<file path="src/cau_pkg.sv">
// Shared constants, types and helper functions for the complex arithmetic unit.
`timescale 1ns / 1ps
package cau_pkg;
   localparam int FRAC_BITS    = 16;
   localparam int CORDIC_STEPS = 20;
   localparam int ANG_FRAC     = 30;
   localparam int CORDIC_PRE   = 28;
   localparam int ANG_SHIFT    = ANG_FRAC - FRAC_BITS;
   localparam int QBITS        = 32 + FRAC_BITS;
   localparam int DIV_LAT      = QBITS + 2;
   localparam int ROOT_STEPS   = 32;
   localparam int SQRT_LAT     = ROOT_STEPS + 2;
   localparam int CORDIC_LAT   = CORDIC_STEPS + 2;

   localparam logic [35:0] PI_Q30  = 36'd3373259426;
   localparam logic [31:0] MAX_POS = 32'h7fff_ffff;
   localparam logic [31:0] MIN_NEG = 32'h8000_0000;

   localparam logic [2:0] KIND_ADD   = 3'd0;
   localparam logic [2:0] KIND_SUB   = 3'd1;
   localparam logic [2:0] KIND_MUL   = 3'd2;
   localparam logic [2:0] KIND_DIV   = 3'd3;
   localparam logic [2:0] KIND_EQUAL = 3'd4;
   localparam logic [2:0] KIND_LESS  = 3'd5;
   localparam logic [2:0] KIND_MAG   = 3'd6;
   localparam logic [2:0] KIND_PHASE = 3'd7;

   typedef struct packed {
      logic        err;
      logic [31:0] val;
   } sat_type;

   typedef struct packed {
      logic [31:0] re;
      logic [31:0] im;
      logic        flag;
      logic        err;
   } res_type;

   typedef struct packed {
      logic               valid;
      logic [2:0]         kind;
      logic signed [31:0] ar;
      logic signed [31:0] ai;
      logic signed [64:0] mre;
      logic signed [64:0] mim;
      logic signed [64:0] nre;
      logic signed [64:0] nim;
      logic [63:0]        d;
      res_type            early;
   } front_type;

   // saturate sign and magnitude to a 32-bit word
   function automatic sat_type sat_pack(input logic neg, input logic [64:0] mag);
      sat_type r;
      if (!neg) begin
         if (mag > 65'h7fff_ffff) begin
            r.err = 1'b1;
            r.val = MAX_POS;
         end else begin
            r.err = 1'b0;
            r.val = mag[31:0];
         end
      end else begin
         if (mag > 65'h8000_0000) begin
            r.err = 1'b1;
            r.val = MIN_NEG;
         end else begin
            r.err = 1'b0;
            r.val = 32'd0 - mag[31:0];
         end
      end
      return r;
   endfunction

   function automatic sat_type sat_signed(input logic signed [64:0] v);
      logic [64:0] mag;
      mag = v[64] ? $unsigned(-v) : $unsigned(v);
      return sat_pack(v[64], mag);
   endfunction

   // round half away from zero, drop the fraction, saturate
   function automatic sat_type mul_part(input logic signed [64:0] s);
      logic [64:0] mag;
      logic [64:0] rnd;
      mag = s[64] ? $unsigned(-s) : $unsigned(s);
      rnd = (mag + (65'd1 << (FRAC_BITS - 1))) >> FRAC_BITS;
      return sat_pack(s[64], rnd);
   endfunction

   function automatic logic signed [33:0] atan_q30(input int i);
      logic signed [33:0] a;
      case (i)
         0:  a = 34'sd843314857;
         1:  a = 34'sd497837829;
         2:  a = 34'sd263043837;
         3:  a = 34'sd133525159;
         4:  a = 34'sd67021687;
         5:  a = 34'sd33543516;
         6:  a = 34'sd16775851;
         7:  a = 34'sd8388437;
         8:  a = 34'sd4194283;
         9:  a = 34'sd2097149;
         10: a = 34'sd1048576;
         11: a = 34'sd524288;
         12: a = 34'sd262144;
         13: a = 34'sd131072;
         14: a = 34'sd65536;
         15: a = 34'sd32768;
         16: a = 34'sd16384;
         17: a = 34'sd8192;
         18: a = 34'sd4096;
         19: a = 34'sd2048;
         20: a = 34'sd1024;
         21: a = 34'sd512;
         22: a = 34'sd256;
         23: a = 34'sd128;
         24: a = 34'sd64;
         25: a = 34'sd32;
         26: a = 34'sd16;
         27: a = 34'sd8;
         28: a = 34'sd4;
         29: a = 34'sd2;
         30: a = 34'sd1;
         default: a = 34'sd0;
      endcase
      return a;
   endfunction
endpackage

</file>
<file path="src/cau_sqrt.sv">
// Pipelined digit-by-digit square root, rounded to nearest, saturated to 32 bits.
`timescale 1ns / 1ps
module cau_sqrt import cau_pkg::*; (
   input  logic        clock,
   input  logic [63:0] n,
   output sat_type     root
);
   logic [33:0] rem_ff [0:ROOT_STEPS];
   logic [33:0] rem_in [0:ROOT_STEPS];
   logic [31:0] res_ff [0:ROOT_STEPS];
   logic [31:0] res_in [0:ROOT_STEPS];
   logic [63:0] rest_ff [0:ROOT_STEPS];
   logic [63:0] rest_in [0:ROOT_STEPS];
   logic        rnd;
   logic [32:0] res_rnd;
   sat_type     root_in, root_ff;

   assign rem_in[0]  = '0;
   assign res_in[0]  = '0;
   assign rest_in[0] = n;

   for (genvar k = 0; k < ROOT_STEPS; k++) begin : g_step
      logic [35:0] sh;
      logic [35:0] trial;
      logic        ge;
      logic [35:0] diff;
      assign sh           = {rem_ff[k], rest_ff[k][63:62]};
      assign trial        = {2'b00, res_ff[k], 2'b01};
      assign ge           = sh >= trial;
      assign diff         = sh - trial;
      assign rem_in[k+1]  = ge ? diff[33:0] : sh[33:0];
      assign res_in[k+1]  = {res_ff[k][30:0], ge};
      assign rest_in[k+1] = {rest_ff[k][61:0], 2'b00};
   end

   always_ff @(posedge clock) begin
      for (int k = 0; k <= ROOT_STEPS; k++) begin
         rem_ff[k]  <= rem_in[k];
         res_ff[k]  <= res_in[k];
         rest_ff[k] <= rest_in[k];
      end
   end

   // remainder above the floor root means the true root is past the half
   always_comb begin
      rnd     = rem_ff[ROOT_STEPS] > {2'b00, res_ff[ROOT_STEPS]};
      res_rnd = {1'b0, res_ff[ROOT_STEPS]} + {32'd0, rnd};
      root_in = sat_pack(1'b0, 65'(res_rnd));
   end

   always_ff @(posedge clock) begin
      root_ff <= root_in;
   end

   assign root = root_ff;
endmodule

</file>
<file path="config.mk">
export PLATFORM = sky130hd
export DESIGN_NAME = cau_sqrt
export DESIGN_NICKNAME = d
export VERILOG_FILES = /design/src/cau_pkg.sv /design/src/cau_sqrt.sv
export SDC_FILE = /design/constraint.sdc
export NUM_CORES = 2
export LEC_CHECK = 0
export BUFFER_PORTS_ARGS = -buffer_cell sky130_fd_sc_hd__clkbuf_2
export CORE_MARGIN = 1.5
export CORE_UTILIZATION = 40
export DETAILED_ROUTE_END_ITERATION = 8
export PLACE_DENSITY = 0.64
export SLEW_MARGIN = 30
export SYNTH_ARGS = -nofsm -noshare
export SYNTH_HDL_FRONTEND = slang
export SYNTH_MEMORY_MAX_BITS = 65536
export SYNTH_SLANG_ARGS = --single-unit
</file>
<file path="constraint.sdc">
create_clock -name clock -period 4.05 [get_ports clock]
set_input_delay 0.405 -clock clock [delete_from_list [all_inputs] [get_ports clock]]
set_output_delay 0.405 -clock clock [all_outputs]
set_load 0.05 [all_outputs]
</file>
## Word-level counts from Yosys, hierarchy flattened

Memory sizes are Yosys's and may differ from the RTL's.
Cells that the tools add are included.

- Add/sub/neg operators: 33
- Magnitude comparators: 34
- Multiplexer cells: 33

Operator list:

| operator | count |
|---|---|
| $ge A36 B34 Y1 | 32 |
| $mux W34 | 32 |
| $sub A34 B34 Y34 | 32 |
| $gt A34 B32 Y1 | 1 |
| $add A32 B1 Y33 | 1 |
| $gt A33 B31 Y1 const B | 1 |
| $mux W33 | 1 |

- Bits in registers: 33
- RAM bits: 4290
- Input bits: 65
- Output and inout bits: 33
- Word-level logic and storage cells: 105
- Memories: 3

Memories:

| memory | words | bits a word | read ports | clocked after memory_dff | write ports | line | source |
|---|---|---|---|---|---|---|---|
| rest_ff | 33 | 64 | 32 | 0 | 33 | cau_sqrt.sv:12 | `logic [63:0] rest_ff [0:ROOT_STEPS];` |
| rem_ff | 33 | 34 | 33 | 0 | 33 | cau_sqrt.sv:8 | `logic [33:0] rem_ff [0:ROOT_STEPS];` |
| res_ff | 33 | 32 | 33 | 0 | 33 | cau_sqrt.sv:10 | `logic [31:0] res_ff [0:ROOT_STEPS];` |

## Longest topological paths before layout

An unclocked memory read counts as a cell.

- Depth in word-level cells: 5
- Mapped depth: 21
- Mapped depth without buffers: 20

## Least setup slack after synthesis

No wires, ideal clock.

- Path type: reg2reg
- Start point: mem res_ff[32][11] (netlist: res_ff[0][1035])
- End point: reg root_ff, in the netlist root[5]
- Setup time: 0.137 ns
- Arrival time: 3.824 ns
- Data required time: 3.913 ns
- Setup slack: 0.089 ns
- Stages on the path, launching flop included: 22
- Buffers on the path: 2
- Period minus slack after synthesis: 3.961 ns
- Cell sequence: dfxtp_1 > inv_1 > ha_1 > a21o_1 > a21o_1 > a21o_1 > a21o_1 > a21o_1 > a21o_1 > a221o_1 > a211oi_1 > a41oi_1 > ha_1 > and3_1 > and2_1 > clkbuf_1 > nand4_1 > nor2_1 > nand3_1 > mux2i_1 > clkbuf_1 > o21ai_0

RTL lines:

| element | line | source |
|---|---|---|
| from (decl) | cau_sqrt.sv:10 |  |
| to (signal assigned) | cau_sqrt.sv:52 | `root_ff <= root_in;` |
| to (decl) | cau_sqrt.sv:16 | `sat_type root_in, root_ff;` |

==> results.yml <==
run_status:
  status: "completed"
power:
  combPwrFrac_pct: 17.5
  pwr-share-clk_pct: 36.0
  ir_worst_vdd_mv: 0.4858
  power.internal_w: 0.05221
  p_sw_w: 0.02032
  share_seq_of_total_power_pct: 46.5
  swShare_pct: 28.02
  power.leakage_nw: 52.36
  cellPowerDensity_mw_per_mm2: 646.9
routing:
  wl_per_cell_um: 15.37
  final_antenna_net_count: 0
  drt-vias-per-instance: 4.972
  postRouteWirelength_um: 203800
  dr.first_iter.drc_count: 3987
  num_vias: 65950
  route.detailed.drc: 0
  dr.pass1.iters: 5
worst_setup_path:
  critical_path.endpoint_type: "register"
  timing_worst_setup_path_type: "reg -> reg"
  worst_path_dominant_cell_family: "compound AO/OA/AOI/OAI gates"
  critPathSlowestCell: "sky130_fd_sc_hd__dfxtp_2"
  worst-r2r-setup-slack_ns: 0.21
  path_max_fanout: 11
  critical-path-top-cell-by-count: "sky130_fd_sc_hd__a21o_1"
  worst_setup_path_start_kind: "register"
  critical_path.n_buffers_inverters: 3
  cp_cell_sequence: "inv_1 > ha_4 > a21o_1 > a21o_1 > a21o_1 > a21o_1 > a21o_1 > a21o_1 > a221o_1 > a211oi_2 > a41oi_2 > ha_2 > and3_1 > and2_4 > nand4_1 > nor2_2 > nand3_2 > mux2i_4 > buf_12 > buf_12 > o21ai_0"
  timing.critical_path.from: "res_ff[0][1035]"
  crit_path_max_incr_delay_ns: 0.32
  reg2reg_from: "res_ff[0][1035]"
  wp_data_required_ns: 4.81
  cp_data_arrival_time_ns: 4.60
global_route:
  grt_antenna_before_repair: 0
  gr-total-overflow: 0
  grt.total_usage_pct: 16.28
  via_count_of_the_first_global_routing_pass: 65340
  grt_start_max_net_pins: 57
  grt_first_pass_wirelength_um: 331800
timing:
  timing.final.max_slew_violations: 0
  final_min_period_over_clock_period_pct: 94.85
  worst_slew_margin_rel_pct: 35.80
  final_critical_period_ns: 3.842
  rsz_0062_raised_after_global_routing: "false"
  max_slew.worst_pin.slew_ns: 0.9542
  finalSetupViolCount: 0
  clock.fmax_ghz: 0.2603
  timing.final.ws_setup_ns: 0.2085
  clock-skew-final_ns: 0.07542
  hold_viol_final: 0
min_path:
  hold_path_startpoint: "n[47]"
  min_path_type: "in -> reg"
yosys:
  netlist_area_sq_mm: 0.09725
  synth_top_area_share_pct: 54.63
  count_of_cell_types_in_the_netlist: 88
  syn-mean-instance-area_sq_um: 10.20
  synth-seq-cells: 2654
  syn-instance-count: 9530
  synth_enable_flop_cells: 0
  synth_flop_cell: "sky130_fd_sc_hd__dfxtp_1"
  seq_area_frac_synth_pct: 54.63
  synth_largest_area_cell: "sky130_fd_sc_hd__dfxtp_1"
  synthesis.yosys.warnings: 0
  fraction_of_registers_with_async_set_reset_pct: 0
  yosys-top-cells-area: "sky130_fd_sc_hd__dfxtp_1 (55%), sky130_fd_sc_hd__ha_1 (7.7%), sky130_fd_sc_hd__xnor2_1 (4.1%), sky130_fd_sc_hd__xor2_1 (4.0%), sky130_fd_sc_hd__inv_1 (3.0%)"
finish:
  flow.area_growth_from_synthesis_pct: 15.30
  nNetsFinal: 10540
  antennaDiodeCount: 0
  drive_gt1_share_pct: 8.424
  finish.cell_count_without_fillers: 13260
clock_network:
  insertion_delay_ns: 0.91
  worst_setup_hold_path_clk_slew_ns: 0.06
  root_buffer: "sky130_fd_sc_hd__clkbuf_16"
  max-clock-path-buffers: 4
  cts_made_buffers: 290
  htree_num_levels: 5
  clock_sink_count: 2654
  tritoncts: "built"
place:
  dp_worst_setup_slack_ns: -0.01204
  io_buffer_count: 97
  hpwl_um: 152800
  place_inst: 12710
  routabilityCongestion: 0.8902
die:
  floorplan.die_area_sq_mm: 0.2461
  die_y_um: 496.1
  core_sq_mm: 0.2412
  fp-row-count: 180
  start_util_pct: 40.32
  die-width_um: 496.1
  top_level_ports: 98
run:
  max_cap_viol_count: 0
[cells in the mapped netlist (30+ instances only)]
cell	n
sky130_fd_sc_hd__dfxtp_1	2654
sky130_fd_sc_hd__inv_1	765
sky130_fd_sc_hd__nand2_1	680
sky130_fd_sc_hd__ha_1	598
sky130_fd_sc_hd__a21oi_1	557
sky130_fd_sc_hd__o21ai_0	507
sky130_fd_sc_hd__nor2_1	503
sky130_fd_sc_hd__xnor2_1	459
sky130_fd_sc_hd__xor2_1	442
sky130_fd_sc_hd__a21o_1	247
sky130_fd_sc_hd__nor3_1	231
sky130_fd_sc_hd__nand3_1	169
sky130_fd_sc_hd__clkbuf_1	159
sky130_fd_sc_hd__nor4_1	135
sky130_fd_sc_hd__o21a_1	113
sky130_fd_sc_hd__mux2_2	107
sky130_fd_sc_hd__nand4_1	103
sky130_fd_sc_hd__nand2b_1	87
sky130_fd_sc_hd__or3_1	86
sky130_fd_sc_hd__nor2b_1	82
sky130_fd_sc_hd__or4_1	73
sky130_fd_sc_hd__o21bai_1	60
sky130_fd_sc_hd__o31ai_1	55
sky130_fd_sc_hd__a31oi_1	54
sky130_fd_sc_hd__and3_1	54
sky130_fd_sc_hd__or2_2	46
sky130_fd_sc_hd__a211oi_1	44
sky130_fd_sc_hd__o211ai_1	33
sky130_fd_sc_hd__nand3b_1	30
[layer usage]
layer  routed length, um  vias to the layer above  track usage, %  share of wire [%]
met1               91280                    30750           20.26                 45
met3                7682                      487           2.393                3.8
met2               97410                     1352           28.18                 48
li1                    -                    33360               -                  -
met4                7474                        0           6.462                3.7
met5                   0                        -               0                  0
[timing repair]
action | CTS | global route
setup endpoints to repair | 25 | 32
buffers inserted | 2 | 0
gates cloned | 1 | 0
pin swaps | 2 | 5
hold buffers | 64 | 0
resized for setup | 6 | 10
hold endpoints to repair | 64 | 0
[final cells by class]
| cell class | count | area, sq um |
|---|---|---|
| repair buffers | 245 | 1893 |
| clock inverters | 104 | 1409 |
| clock buffers | 385 | 8177 |
| flip-flops and latches | 2654 | 53130 |
| inverters | 766 | 2875 |
| multi-input cells | 5924 | 40650 |
| well taps | 3185 | 3985 |
| fillers | 22130 | 129100 |
[state kept, by name (all words and copies together), names as in the netlist]
name,count
res_ff,528
rem_ff,1037
rest_ff,1056
root,33
[worst paths after layout]
check,to,cells after the start
worst min register to register,rest_ff[0][376],0
worst min-delay path,rest_ff[0][47],2
worst max-delay path,root[5],21
worst max register to register,root[5],21
[per-stage QoR]
step	hold slack (ns)	TNS (ns)	total power [W]	util [%]	area, sq um
detailed placement	0.3121	-0.02272	0.04669	42.20	101800
global route	0.05187	0	0.07637	46.48	112100
CTS	0.01638	0	0.07335	46.47	112100
global placement	0.3095	-0.1502	0.04648	42.19	101800
floorplan	0.3096	0	0.04273	-	97250
finish	0.09688	0	0.07254	46.48	112100
[logic make-up (layout without fill, tap and decap cells)]
group / Yosys count / after routing / synth area share, %
and+or+nand+nor: 2408 / 2408 / 12.34
adders and majority gates: 598 / 598 / 7.694
buffers and inverters: 953 / 1500 / 3.717
muxes: 124 / 124 / 1.440
xor gates and xnor gates: 902 / 902 / 8.131
DFF: 2654 / 2654 / 54.63
other: 1 / 2 / 0.003856
AOI/OAI and AO/OA: 1890 / 1890 / 12.04
[power by group through the flow]
stage,clock network [W],registers (W),logic [W]
after floorplan,0,0.0334,0.00933
after global placement,0,0.0343,0.0122
after detailed placement,0,0.0343,0.0124
after CTS,0.0269,0.0338,0.0127
after global routing,0.0279,0.0343,0.0142
final,0.0261,0.0338,0.0127
[cells in the final DEF, fill, tap and decap left out, drive strengths merged, types with 77 or more instances in the layout]
| master | count |
|---|---|
| nor2b | 82 |
| or4 | 77 |
| ha | 598 |
| nor3 | 231 |
| dfxtp | 2654 |
| nand3 | 169 |
| a21oi | 557 |
| or3 | 87 |
| nor2 | 503 |
| o21ai | 509 |
| buf | 84 |
| nand2 | 680 |
| mux2 | 112 |
| a21o | 247 |
| xnor2 | 460 |
| nand2b | 87 |
| clkbuf | 482 |
| nor4 | 136 |
| o21a | 113 |
| nand4 | 104 |
| inv | 770 |
| xor2 | 442 |
No activity file was read; power rests on OpenSTA's default activity.
